$ cat config.mk
export PLATFORM = sky130hd
export DESIGN_NAME = max_sum_submatrix
export DESIGN_NICKNAME = d
export VERILOG_FILES = /design/src/rtl/core/msm_pkg.sv /design/src/rtl/core/max_sum_submatrix.sv
export SDC_FILE = /design/constraint.sdc
export NUM_CORES = 2
export LEC_CHECK = 0
export BUFFER_PORTS_ARGS = -buffer_cell sky130_fd_sc_hd__buf_2
export CORE_MARGIN = 3
export CORE_UTILIZATION = 30
export DETAILED_ROUTE_END_ITERATION = 12
export PLACE_DENSITY_LB_ADDON = 0.08
export SLEW_MARGIN = 30
export SYNTH_ARGS = -nofsm -noshare
export SYNTH_HDL_FRONTEND = slang
export SYNTH_MEMORY_MAX_BITS = 65536
export SYNTH_SLANG_ARGS = --single-unit
$ cat constraint.sdc
create_clock -name clock -period 7.95 [get_ports clock]
set_clock_uncertainty 0.05 [all_clocks]
set_input_delay 0 -clock clock [delete_from_list [all_inputs] [get_ports clock]]
set_output_delay 0 -clock clock [all_outputs]
set_load 0.01 [all_outputs]
$ cat src/rtl/core/msm_pkg.sv
// ----------------------------------------------------------------------------
// msm_pkg
// shared widths, register indexes and reset values of the max-sum submatrix
// search block
// ----------------------------------------------------------------------------
package msm_pkg;

   localparam int BEST_SUM_BITS  = 24;
   localparam int INDEX_BITS     = 4;
   localparam int CSR_DATA_BITS  = 5;
   localparam int CSR_INDEX_BITS = 2;

   typedef logic [CSR_INDEX_BITS-1:0] csr_index_type;
   typedef logic [CSR_DATA_BITS-1:0]  csr_data_type;

   localparam csr_index_type CSR_ROWS_IN_USE = 2'd0;
   localparam csr_index_type CSR_COLS_IN_USE = 2'd1;

   localparam csr_data_type ROWS_RESET = 5'd4;
   localparam csr_data_type COLS_RESET = 5'd5;

endpackage

$ cat src/rtl/core/max_sum_submatrix.sv
// ----------------------------------------------------------------------------
// max_sum_submatrix
// loads a signed matrix row-major and returns the rectangle of greatest sum
// with its corner indices, using the two-dimensional Kadane search
// ----------------------------------------------------------------------------
// Elements are taken one per cycle and written to an on-chip store; the
// element marked last starts the search and the input stays not ready until
// it is over. The search walks every left/right column pair; for each pair a
// sequencer streams the rows through one shared three-stage datapath (store
// and column-sum reads, column-sum add, Kadane step), and once the datapath
// has drained the pair's result is compared with the best so far; the result
// is offered after the last pair.
// The result sits in an output register, so loading of the next matrix may
// go on while it waits to be taken. Register writes belong to idle periods.
// ----------------------------------------------------------------------------
module max_sum_submatrix #(
   parameter int MAX_ROWS     = 16,
   parameter int MAX_COLS     = 16,
   parameter int ELEMENT_BITS = 16
) (
   input  logic                                     clock,
   input  logic                                     reset,
   input  logic                                     req_valid,
   output logic                                     req_ready,
   input  logic signed [ELEMENT_BITS-1:0]           req_element_value,
   input  logic                                     req_last_element,
   output logic                                     rsp_valid,
   input  logic                                     rsp_ready,
   output logic signed [msm_pkg::BEST_SUM_BITS-1:0] rsp_best_sum,
   output logic [msm_pkg::INDEX_BITS-1:0]           rsp_top_row,
   output logic [msm_pkg::INDEX_BITS-1:0]           rsp_left_col,
   output logic [msm_pkg::INDEX_BITS-1:0]           rsp_bottom_row,
   output logic [msm_pkg::INDEX_BITS-1:0]           rsp_right_col,
   input  logic                                     csr_write_enable,
   input  msm_pkg::csr_index_type                   csr_index,
   input  msm_pkg::csr_data_type                    csr_write_data
);

   localparam int DEPTH        = MAX_ROWS * MAX_COLS;
   localparam int ADDR_BITS    = (DEPTH > 1) ? $clog2(DEPTH) : 1;
   localparam int CNT_BITS     = $clog2(DEPTH + 1);
   localparam int ROW_BITS     = (MAX_ROWS > 1) ? $clog2(MAX_ROWS) : 1;
   localparam int COL_BITS     = (MAX_COLS > 1) ? $clog2(MAX_COLS) : 1;
   localparam int ROW_CNT_BITS = $clog2(MAX_ROWS + 1);
   localparam int COL_CNT_BITS = $clog2(MAX_COLS + 1);
   localparam int SUM_BITS     = ELEMENT_BITS + ADDR_BITS + 1;
   localparam int SAT_BITS     = (SUM_BITS > msm_pkg::BEST_SUM_BITS) ?
                                 SUM_BITS : msm_pkg::BEST_SUM_BITS;
   localparam logic signed [SAT_BITS-1:0] SAT_HI =
      SAT_BITS'(2 ** (msm_pkg::BEST_SUM_BITS - 1) - 1);
   localparam logic signed [SAT_BITS-1:0] SAT_LO =
      SAT_BITS'(-(2 ** (msm_pkg::BEST_SUM_BITS - 1)));

   typedef enum logic [2:0] {
      ST_IDLE,
      ST_SCAN,
      ST_DRAIN,
      ST_DONE
   } state_type;

   state_type                   state_ff;
   msm_pkg::csr_data_type       rows_cfg_ff;
   msm_pkg::csr_data_type       cols_cfg_ff;
   logic [CNT_BITS-1:0]         load_count_ff;
   logic [COL_BITS-1:0]         left_ff;
   logic [COL_BITS-1:0]         right_ff;
   logic [ROW_BITS-1:0]         row_ff;
   logic [ADDR_BITS-1:0]        addr_ff;
   logic                        have_ff;
   logic signed [SUM_BITS-1:0]  best_ff;
   logic [ROW_BITS-1:0]         best_top_ff;
   logic [COL_BITS-1:0]         best_left_ff;
   logic [ROW_BITS-1:0]         best_bottom_ff;
   logic [COL_BITS-1:0]         best_right_ff;
   logic                        rsp_valid_ff;
   logic signed [msm_pkg::BEST_SUM_BITS-1:0] rsp_sum_ff;
   logic [msm_pkg::INDEX_BITS-1:0] rsp_top_ff;
   logic [msm_pkg::INDEX_BITS-1:0] rsp_left_ff;
   logic [msm_pkg::INDEX_BITS-1:0] rsp_bottom_ff;
   logic [msm_pkg::INDEX_BITS-1:0] rsp_right_ff;

   logic signed [ELEMENT_BITS-1:0] mat_mem [DEPTH];
   logic signed [SUM_BITS-1:0]     cs_mem  [MAX_ROWS];

   // datapath stages
   logic                        s1_vld_ff;
   logic [ROW_BITS-1:0]         s1_row_ff;
   logic                        s1_first_ff;
   logic signed [ELEMENT_BITS-1:0] mem_q_ff;
   logic signed [SUM_BITS-1:0]  cs_q_ff;
   logic                        s2_vld_ff;
   logic [ROW_BITS-1:0]         s2_row_ff;
   logic signed [SUM_BITS-1:0]  s2_sum_ff;
   logic signed [SUM_BITS-1:0]  run_ff;
   logic [ROW_BITS-1:0]         start_ff;
   logic                        found_ff;
   logic signed [SUM_BITS-1:0]  kbest_ff;
   logic [ROW_BITS-1:0]         ktop_ff;
   logic [ROW_BITS-1:0]         kbot_ff;
   logic signed [SUM_BITS-1:0]  fb_ff;
   logic [ROW_BITS-1:0]         fb_row_ff;

   logic [ROW_CNT_BITS-1:0]     rows_use;
   logic [COL_CNT_BITS-1:0]     cols_use;
   logic [CNT_BITS-1:0]         total;
   logic [ROW_BITS-1:0]         last_row;
   logic [COL_BITS-1:0]         last_col;
   logic                        req_xfer;
   logic                        store_en;
   logic                        issue;
   logic signed [SUM_BITS-1:0]  s2_sum_in;
   logic signed [SUM_BITS-1:0]  run_prev;
   logic                        found_prev;
   logic signed [SUM_BITS-1:0]  run_sum;
   logic signed [SUM_BITS-1:0]  pair_sum;
   logic [ROW_BITS-1:0]         pair_top;
   logic [ROW_BITS-1:0]         pair_bottom;
   logic signed [SAT_BITS-1:0]  best_wide;
   logic signed [msm_pkg::BEST_SUM_BITS-1:0] sat_sum;

   // clamped sizes
   always_comb begin
      if (rows_cfg_ff == '0) begin
         rows_use = ROW_CNT_BITS'(1);
      end else if (32'(rows_cfg_ff) > MAX_ROWS) begin
         rows_use = ROW_CNT_BITS'(MAX_ROWS);
      end else begin
         rows_use = ROW_CNT_BITS'(rows_cfg_ff);
      end
      if (cols_cfg_ff == '0) begin
         cols_use = COL_CNT_BITS'(1);
      end else if (32'(cols_cfg_ff) > MAX_COLS) begin
         cols_use = COL_CNT_BITS'(MAX_COLS);
      end else begin
         cols_use = COL_CNT_BITS'(cols_cfg_ff);
      end
   end

   assign total    = CNT_BITS'(32'(rows_use) * 32'(cols_use));
   assign last_row = ROW_BITS'(32'(rows_use) - 1);
   assign last_col = COL_BITS'(32'(cols_use) - 1);
   assign req_ready = (state_ff == ST_IDLE);
   assign req_xfer  = req_valid && req_ready;
   assign store_en  = req_xfer && (load_count_ff < total);
   assign issue     = (state_ff == ST_SCAN);

   // matrix store
   always_ff @(posedge clock) begin
      if (store_en) begin
         mat_mem[load_count_ff[ADDR_BITS-1:0]] <= req_element_value;
      end
      if (issue) begin
         mem_q_ff <= mat_mem[addr_ff];
      end
   end

   // column sums
   always_ff @(posedge clock) begin
      if (s1_vld_ff) begin
         cs_mem[s1_row_ff] <= s2_sum_in;
      end
      if (issue) begin
         cs_q_ff <= cs_mem[row_ff];
      end
   end

   assign s2_sum_in = (s1_first_ff ? SUM_BITS'(0) : cs_q_ff) + SUM_BITS'(mem_q_ff);

   // kadane step, a new pair starts at row zero
   assign run_prev   = (s2_row_ff == '0) ? SUM_BITS'(0) : run_ff;
   assign found_prev = (s2_row_ff != '0) && found_ff;
   assign run_sum    = run_prev + s2_sum_ff;

   always_ff @(posedge clock) begin
      if (reset) begin
         s1_vld_ff <= 1'b0;
         s2_vld_ff <= 1'b0;
      end else begin
         s1_vld_ff <= issue;
         s2_vld_ff <= s1_vld_ff;
      end
      s1_row_ff   <= row_ff;
      s1_first_ff <= (right_ff == left_ff);
      s2_row_ff   <= s1_row_ff;
      s2_sum_ff   <= s2_sum_in;
      if (s2_vld_ff) begin
         if (run_sum < 0) begin
            run_ff   <= '0;
            start_ff <= s2_row_ff + 1'b1;
            found_ff <= found_prev;
         end else begin
            run_ff <= run_sum;
            if (s2_row_ff == '0) begin
               start_ff <= '0;
            end
            if (!found_prev || run_sum > kbest_ff) begin
               kbest_ff <= run_sum;
               ktop_ff  <= (s2_row_ff == '0) ? '0 : start_ff;
               kbot_ff  <= s2_row_ff;
               found_ff <= 1'b1;
            end else begin
               found_ff <= found_prev;
            end
         end
         if (s2_row_ff == '0 || s2_sum_ff > fb_ff) begin
            fb_ff     <= s2_sum_ff;
            fb_row_ff <= s2_row_ff;
         end
      end
   end

   assign pair_sum    = found_ff ? kbest_ff : fb_ff;
   assign pair_top    = found_ff ? ktop_ff : fb_row_ff;
   assign pair_bottom = found_ff ? kbot_ff : fb_row_ff;

   assign best_wide = SAT_BITS'(best_ff);
   always_comb begin
      if (best_wide > SAT_HI) begin
         sat_sum = msm_pkg::BEST_SUM_BITS'(SAT_HI);
      end else if (best_wide < SAT_LO) begin
         sat_sum = msm_pkg::BEST_SUM_BITS'(SAT_LO);
      end else begin
         sat_sum = msm_pkg::BEST_SUM_BITS'(best_wide);
      end
   end

   // sequencer
   always_ff @(posedge clock) begin
      if (reset) begin
         state_ff      <= ST_IDLE;
         rows_cfg_ff   <= msm_pkg::ROWS_RESET;
         cols_cfg_ff   <= msm_pkg::COLS_RESET;
         load_count_ff <= '0;
         rsp_valid_ff  <= 1'b0;
      end else begin
         if (csr_write_enable) begin
            case (csr_index)
               msm_pkg::CSR_ROWS_IN_USE: rows_cfg_ff <= csr_write_data;
               msm_pkg::CSR_COLS_IN_USE: cols_cfg_ff <= csr_write_data;
               default: ;
            endcase
         end
         if (rsp_valid_ff && rsp_ready) begin
            rsp_valid_ff <= 1'b0;
         end
         case (state_ff)
            ST_IDLE: begin
               if (store_en) begin
                  load_count_ff <= load_count_ff + 1'b1;
               end
               if (req_xfer && req_last_element) begin
                  load_count_ff <= '0;
                  left_ff       <= '0;
                  right_ff      <= '0;
                  row_ff        <= '0;
                  addr_ff       <= '0;
                  have_ff       <= 1'b0;
                  state_ff      <= ST_SCAN;
               end
            end
            ST_SCAN: begin
               if (row_ff == last_row) begin
                  state_ff <= ST_DRAIN;
               end else begin
                  row_ff  <= row_ff + 1'b1;
                  addr_ff <= addr_ff + ADDR_BITS'(cols_use);
               end
            end
            ST_DRAIN: begin
               if (!s1_vld_ff && !s2_vld_ff) begin
                  if (!have_ff || pair_sum > best_ff) begin
                     best_ff        <= pair_sum;
                     best_top_ff    <= pair_top;
                     best_left_ff   <= left_ff;
                     best_bottom_ff <= pair_bottom;
                     best_right_ff  <= right_ff;
                  end
                  have_ff <= 1'b1;
                  row_ff  <= '0;
                  if (right_ff == last_col) begin
                     if (left_ff == last_col) begin
                        state_ff <= ST_DONE;
                     end else begin
                        left_ff  <= left_ff + 1'b1;
                        right_ff <= left_ff + 1'b1;
                        addr_ff  <= ADDR_BITS'(left_ff) + 1'b1;
                        state_ff <= ST_SCAN;
                     end
                  end else begin
                     right_ff <= right_ff + 1'b1;
                     addr_ff  <= ADDR_BITS'(right_ff) + 1'b1;
                     state_ff <= ST_SCAN;
                  end
               end
            end
            ST_DONE: begin
               if (!rsp_valid_ff || rsp_ready) begin
                  rsp_valid_ff  <= 1'b1;
                  rsp_sum_ff    <= sat_sum;
                  rsp_top_ff    <= msm_pkg::INDEX_BITS'(best_top_ff);
                  rsp_left_ff   <= msm_pkg::INDEX_BITS'(best_left_ff);
                  rsp_bottom_ff <= msm_pkg::INDEX_BITS'(best_bottom_ff);
                  rsp_right_ff  <= msm_pkg::INDEX_BITS'(best_right_ff);
                  state_ff      <= ST_IDLE;
               end
            end
            default: state_ff <= ST_IDLE;
         endcase
      end
   end

   assign rsp_valid      = rsp_valid_ff;
   assign rsp_best_sum   = rsp_sum_ff;
   assign rsp_top_row    = rsp_top_ff;
   assign rsp_left_col   = rsp_left_ff;
   assign rsp_bottom_row = rsp_bottom_ff;
   assign rsp_right_col  = rsp_right_ff;

endmodule

==> summary.txt <==
Min path
  • Worst hold endpoint: mat_mem[105][15]
  • Hold Crit Class: in2reg
  • Hold Crit Start: req_element_value[15]
  • Hold path depth: 2

Critical path
  • WP data arrival: 7.75 ns
  • Critical path peak fanout: 15
  • R2R Path End: mat_mem[250][2]
  • WP data required: 8.64 ns
  • Startpoint class of the critical path: flop
  • CP Class: reg2reg
  • Critical path's slowest cell: fa_1
  • Critical-path cell list: nand2b_1 > or2_2 > fa_1 > fa_1 > fa_1 > inv_1 > ha_1 > a21oi_1 > xnor2_1 > ha_1 > a21o_1 > a21o_1 > a21o_1 > a21oi_1 > nand4_1 > buf_4 > inv_1 > buf_4 > nand3_2 > buf_4 > nor2_1 > buf_4
  • CP Depth: 22
  • CP Capture Type: flop
  • Worst Path Buf+Inv: 6
  • R2R Setup Slk: 0.89 ns
  • FF-to-FF path depth: 22
  • CP most frequent cell: buf_4
  • Reg2reg start: rows_cfg_ff[4]
  • Delay-heaviest family, CP: adder cells
  • Max incr delay on CP: 0.56 ns

Logic synthesis
  • Gate Count Post-Synth: 8,223
  • Post-synth top area share: 75.74%
  • Synth top area cells: edfxtp_1 76%, mux4_2 17%, ha_1 1.1%
  • Register area share after synthesis: 76.36%
  • Fraction of registers with async set/reset: 0%
  • Post-synth top cells: 4,731 x edfxtp_1, 1,437 x mux4_2, 385 x nor2_1
  • Most frequent cell after synthesis: edfxtp_1
  • Synth warn: 0
  • Distinct cells, synth: 66
  • Post-Synthesis Net Count: 8,431
  • Number of enable flip-flop cells after synthesis: 4,731
  • Avg Cell Area, Syn: 22.81 sq um
  • Flops & latches, synth: 4,789
  • Post-synthesis cell area: 187,600 sq um
  • Dominant cell type by area after synthesis: edfxtp_1
  • Synth Flop Type: edfxtp_1

Power
  • Max VDD drop: 0.2326 mV
  • LEAKAGE: 68.62 nW
  • Power per Cell Area: 308.5 nW/um^2

Timing
  • Rel. slew slack: 23.58%
  • Final Hold Slack: 0.02226 ns
  • Period minus WS final: 7.063 ns
  • Final period util: 88.84%
  • # setup viols final: 0
  • Setup TNS: 0 ns
  • Slew Viols, Final: 0
  • RSZ-0062 raised after global routing: false
  • Peak Freq: 0.1416 GHz
  • Final hold violation count: 0
  • Worst slew pin tran: 1.146 ns

Global route
  • GR Overflow Total: 0
  • Vias in the first global route: 91,950
  • Largest net degree at the start of global routing: 122
  • Global-route wire length before repair: 795,600 microns
  • All-Layer GR Usage: 17.88%
  • Number of antenna violations at the first check in global routing: 51

Route
  • Via-to-Cell Ratio: 4.972
  • Met1 WL: 259,600 microns
  • First-pass DRT Iterations: 7
  • Avg WL per Cell: 32.49 microns
  • Metal2 WL: 276,400 microns
  • Top layer in use: met5
  • Metal3 WL: 28,270 microns
  • Routed WL: 576,800 microns
  • Final ANT Viol Nets: 0
  • DRC: 0
  • Vias: 88,280
  • Drt initial violations: 8,542

Floorplanning
  • IO Count: 71
  • Initial Util: 30.19%
  • Area of the core: 621,200 sq um
  • Die Wd: 796.7 microns
  • Cell Rows: 289
  • Die H: 796.7 microns
  • Die Area: 634,800 sq um

CTS
  • Post-CTS Hold Buffers: 73
  • Root buffer cell: clkbuf_16
  • H-tree Lvls: 6
  • Num CTS Buffers: 559
  • TritonCTS clock tree: built
  • Setup bufs post-CTS: 0
  • Maximum clock path buffer count: 4
  • Clk pin slew, worst setup/hold paths: 0.06 ns
  • Clk sink count: 4,789
  • Clk_lat worst skew: 1.07 ns
  • Post-CTS sizing: 0

Cells and area
  • Synth-to-layout area growth: 17.53%
  • Share of cells above drive strength 1: 32.58%
  • Filler instances: 57,160
  • Nets: 9,216

Placement
  • PortBufs: 70
  • Post-DP HPWL: 358,700 microns
  • Final RePlAce weighted congestion: 0.7971

Run
  • Maxcap violations: 0

Status
  • Status: finished, final reports clean
[registers in the layout, summed over array words and instances (netlist names), 16 cells and up]
| register | cells |
|---|---|
| kbest_ff | 25 |
| run_ff | 25 |
| mem_q_ff | 16 |
| mat_mem | 4096 |
| cs_mem | 400 |
| best_ff | 25 |
| fb_ff | 25 |
| cs_q_ff | 25 |
| rsp_best_sum | 24 |
| s2_sum_ff | 25 |
[worst max path at each step]
stage               slack (ns)           start         endpoint
floorplan                 1.93    s2_row_ff[0]      kbest_ff[0]
global placement          0.64  rows_cfg_ff[1]  mat_mem[83][11]
detailed placement        0.83  rows_cfg_ff[1]  mat_mem[250][5]
CTS                       0.76  rows_cfg_ff[1]  mat_mem[250][2]
global route              0.51  rows_cfg_ff[4]  mat_mem[250][2]
finish                    0.89  rows_cfg_ff[4]  mat_mem[250][2]
[final cells by class]
class / count / area, sq um / share of cell area (%)
multi-input cells: 2898 / 42960 / 19.49
inverters: 125 / 469.2 / 0.2128
repair buffers: 635 / 5563 / 2.523
well taps: 8293 / 10380 / 4.707
diodes: 11 / 27.53 / 0.01249
clock buffers: 705 / 14800 / 6.715
flip-flops and latches: 4789 / 143200 / 64.97
clock inverters: 299 / 3022 / 1.371
[cells in the final DEF, fill, tap and decap left out, types with 21 or more instances in the layout]
cell and n:
buf_12 46, and2_1 63, clkinv_2 87, nand2b_1 21, clkbuf_1 126, nand4_1 21, o22ai_1 33, a21o_1 33
o21ai_0 77, a21oi_1 68, dfxtp_1 58, xnor2_1 55, buf_4 443, nor2_1 210, buf_2 55, inv_1 123
nand2_1 112, xor2_1 29, mux4_2 1437, clkbuf_16 565, ha_1 167, dlygate4sd3_1 67, nor2_2 152, edfxtp_1 4731
nor2b_1 59, clkinv_1 107, mux2_2 65, bufinv_16 34, nand3_1 28, nor2_4 23
[per-stage QoR]
| stage | util, % | worst slack [ns] | area, sq um | cells | total power, mW |
|---|---|---|---|---|---|
| finish | 35.49 | 0.8871 | 220500 | 17760 | 68.00 |
| global route | 35.48 | 0.5063 | 220400 | 17750 | 70.81 |
| CTS | 35.47 | 0.7560 | 220400 | 17740 | 69.17 |
| detailed placement | 32.48 | 0.8289 | 201700 | 16670 | 43.89 |
| global placement | 32.45 | 0.6382 | 201600 | 16660 | 43.72 |
| floorplan | - | 1.930 | 187600 | 8223 | 37.71 |
[report_power, final]
part	switching, mW	leakage, nW	internal [mW]
Sequential	0.336	43.0	29.4
Clock	10.6	8.67	14.4
Combinational	8.24	16.9	5.01
[cell families (layout without fill, tap and decap cells)]
family / after synthesis / after routing / synth area share, %
compound gates: 298 / 298 / 1.026
xor+xnor: 90 / 90 / 0.4203
fa+ha+maj: 197 / 197 / 1.334
buf+inv: 536 / 1764 / 1.187
flops: 4789 / 4789 / 76.36
mux: 1516 / 1516 / 17.72
other cells: 1 / 12 / 0.001999
simple gates: 796 / 796 / 1.952
[per-layer routing]
layer	global-route usage, %	vias up
li1	-	36400
met1	25.72	48810
met2	29.12	2422
met3	2.450	648
met4	3.714	2
met5	0	-
(Power assumes the default switching activity.)
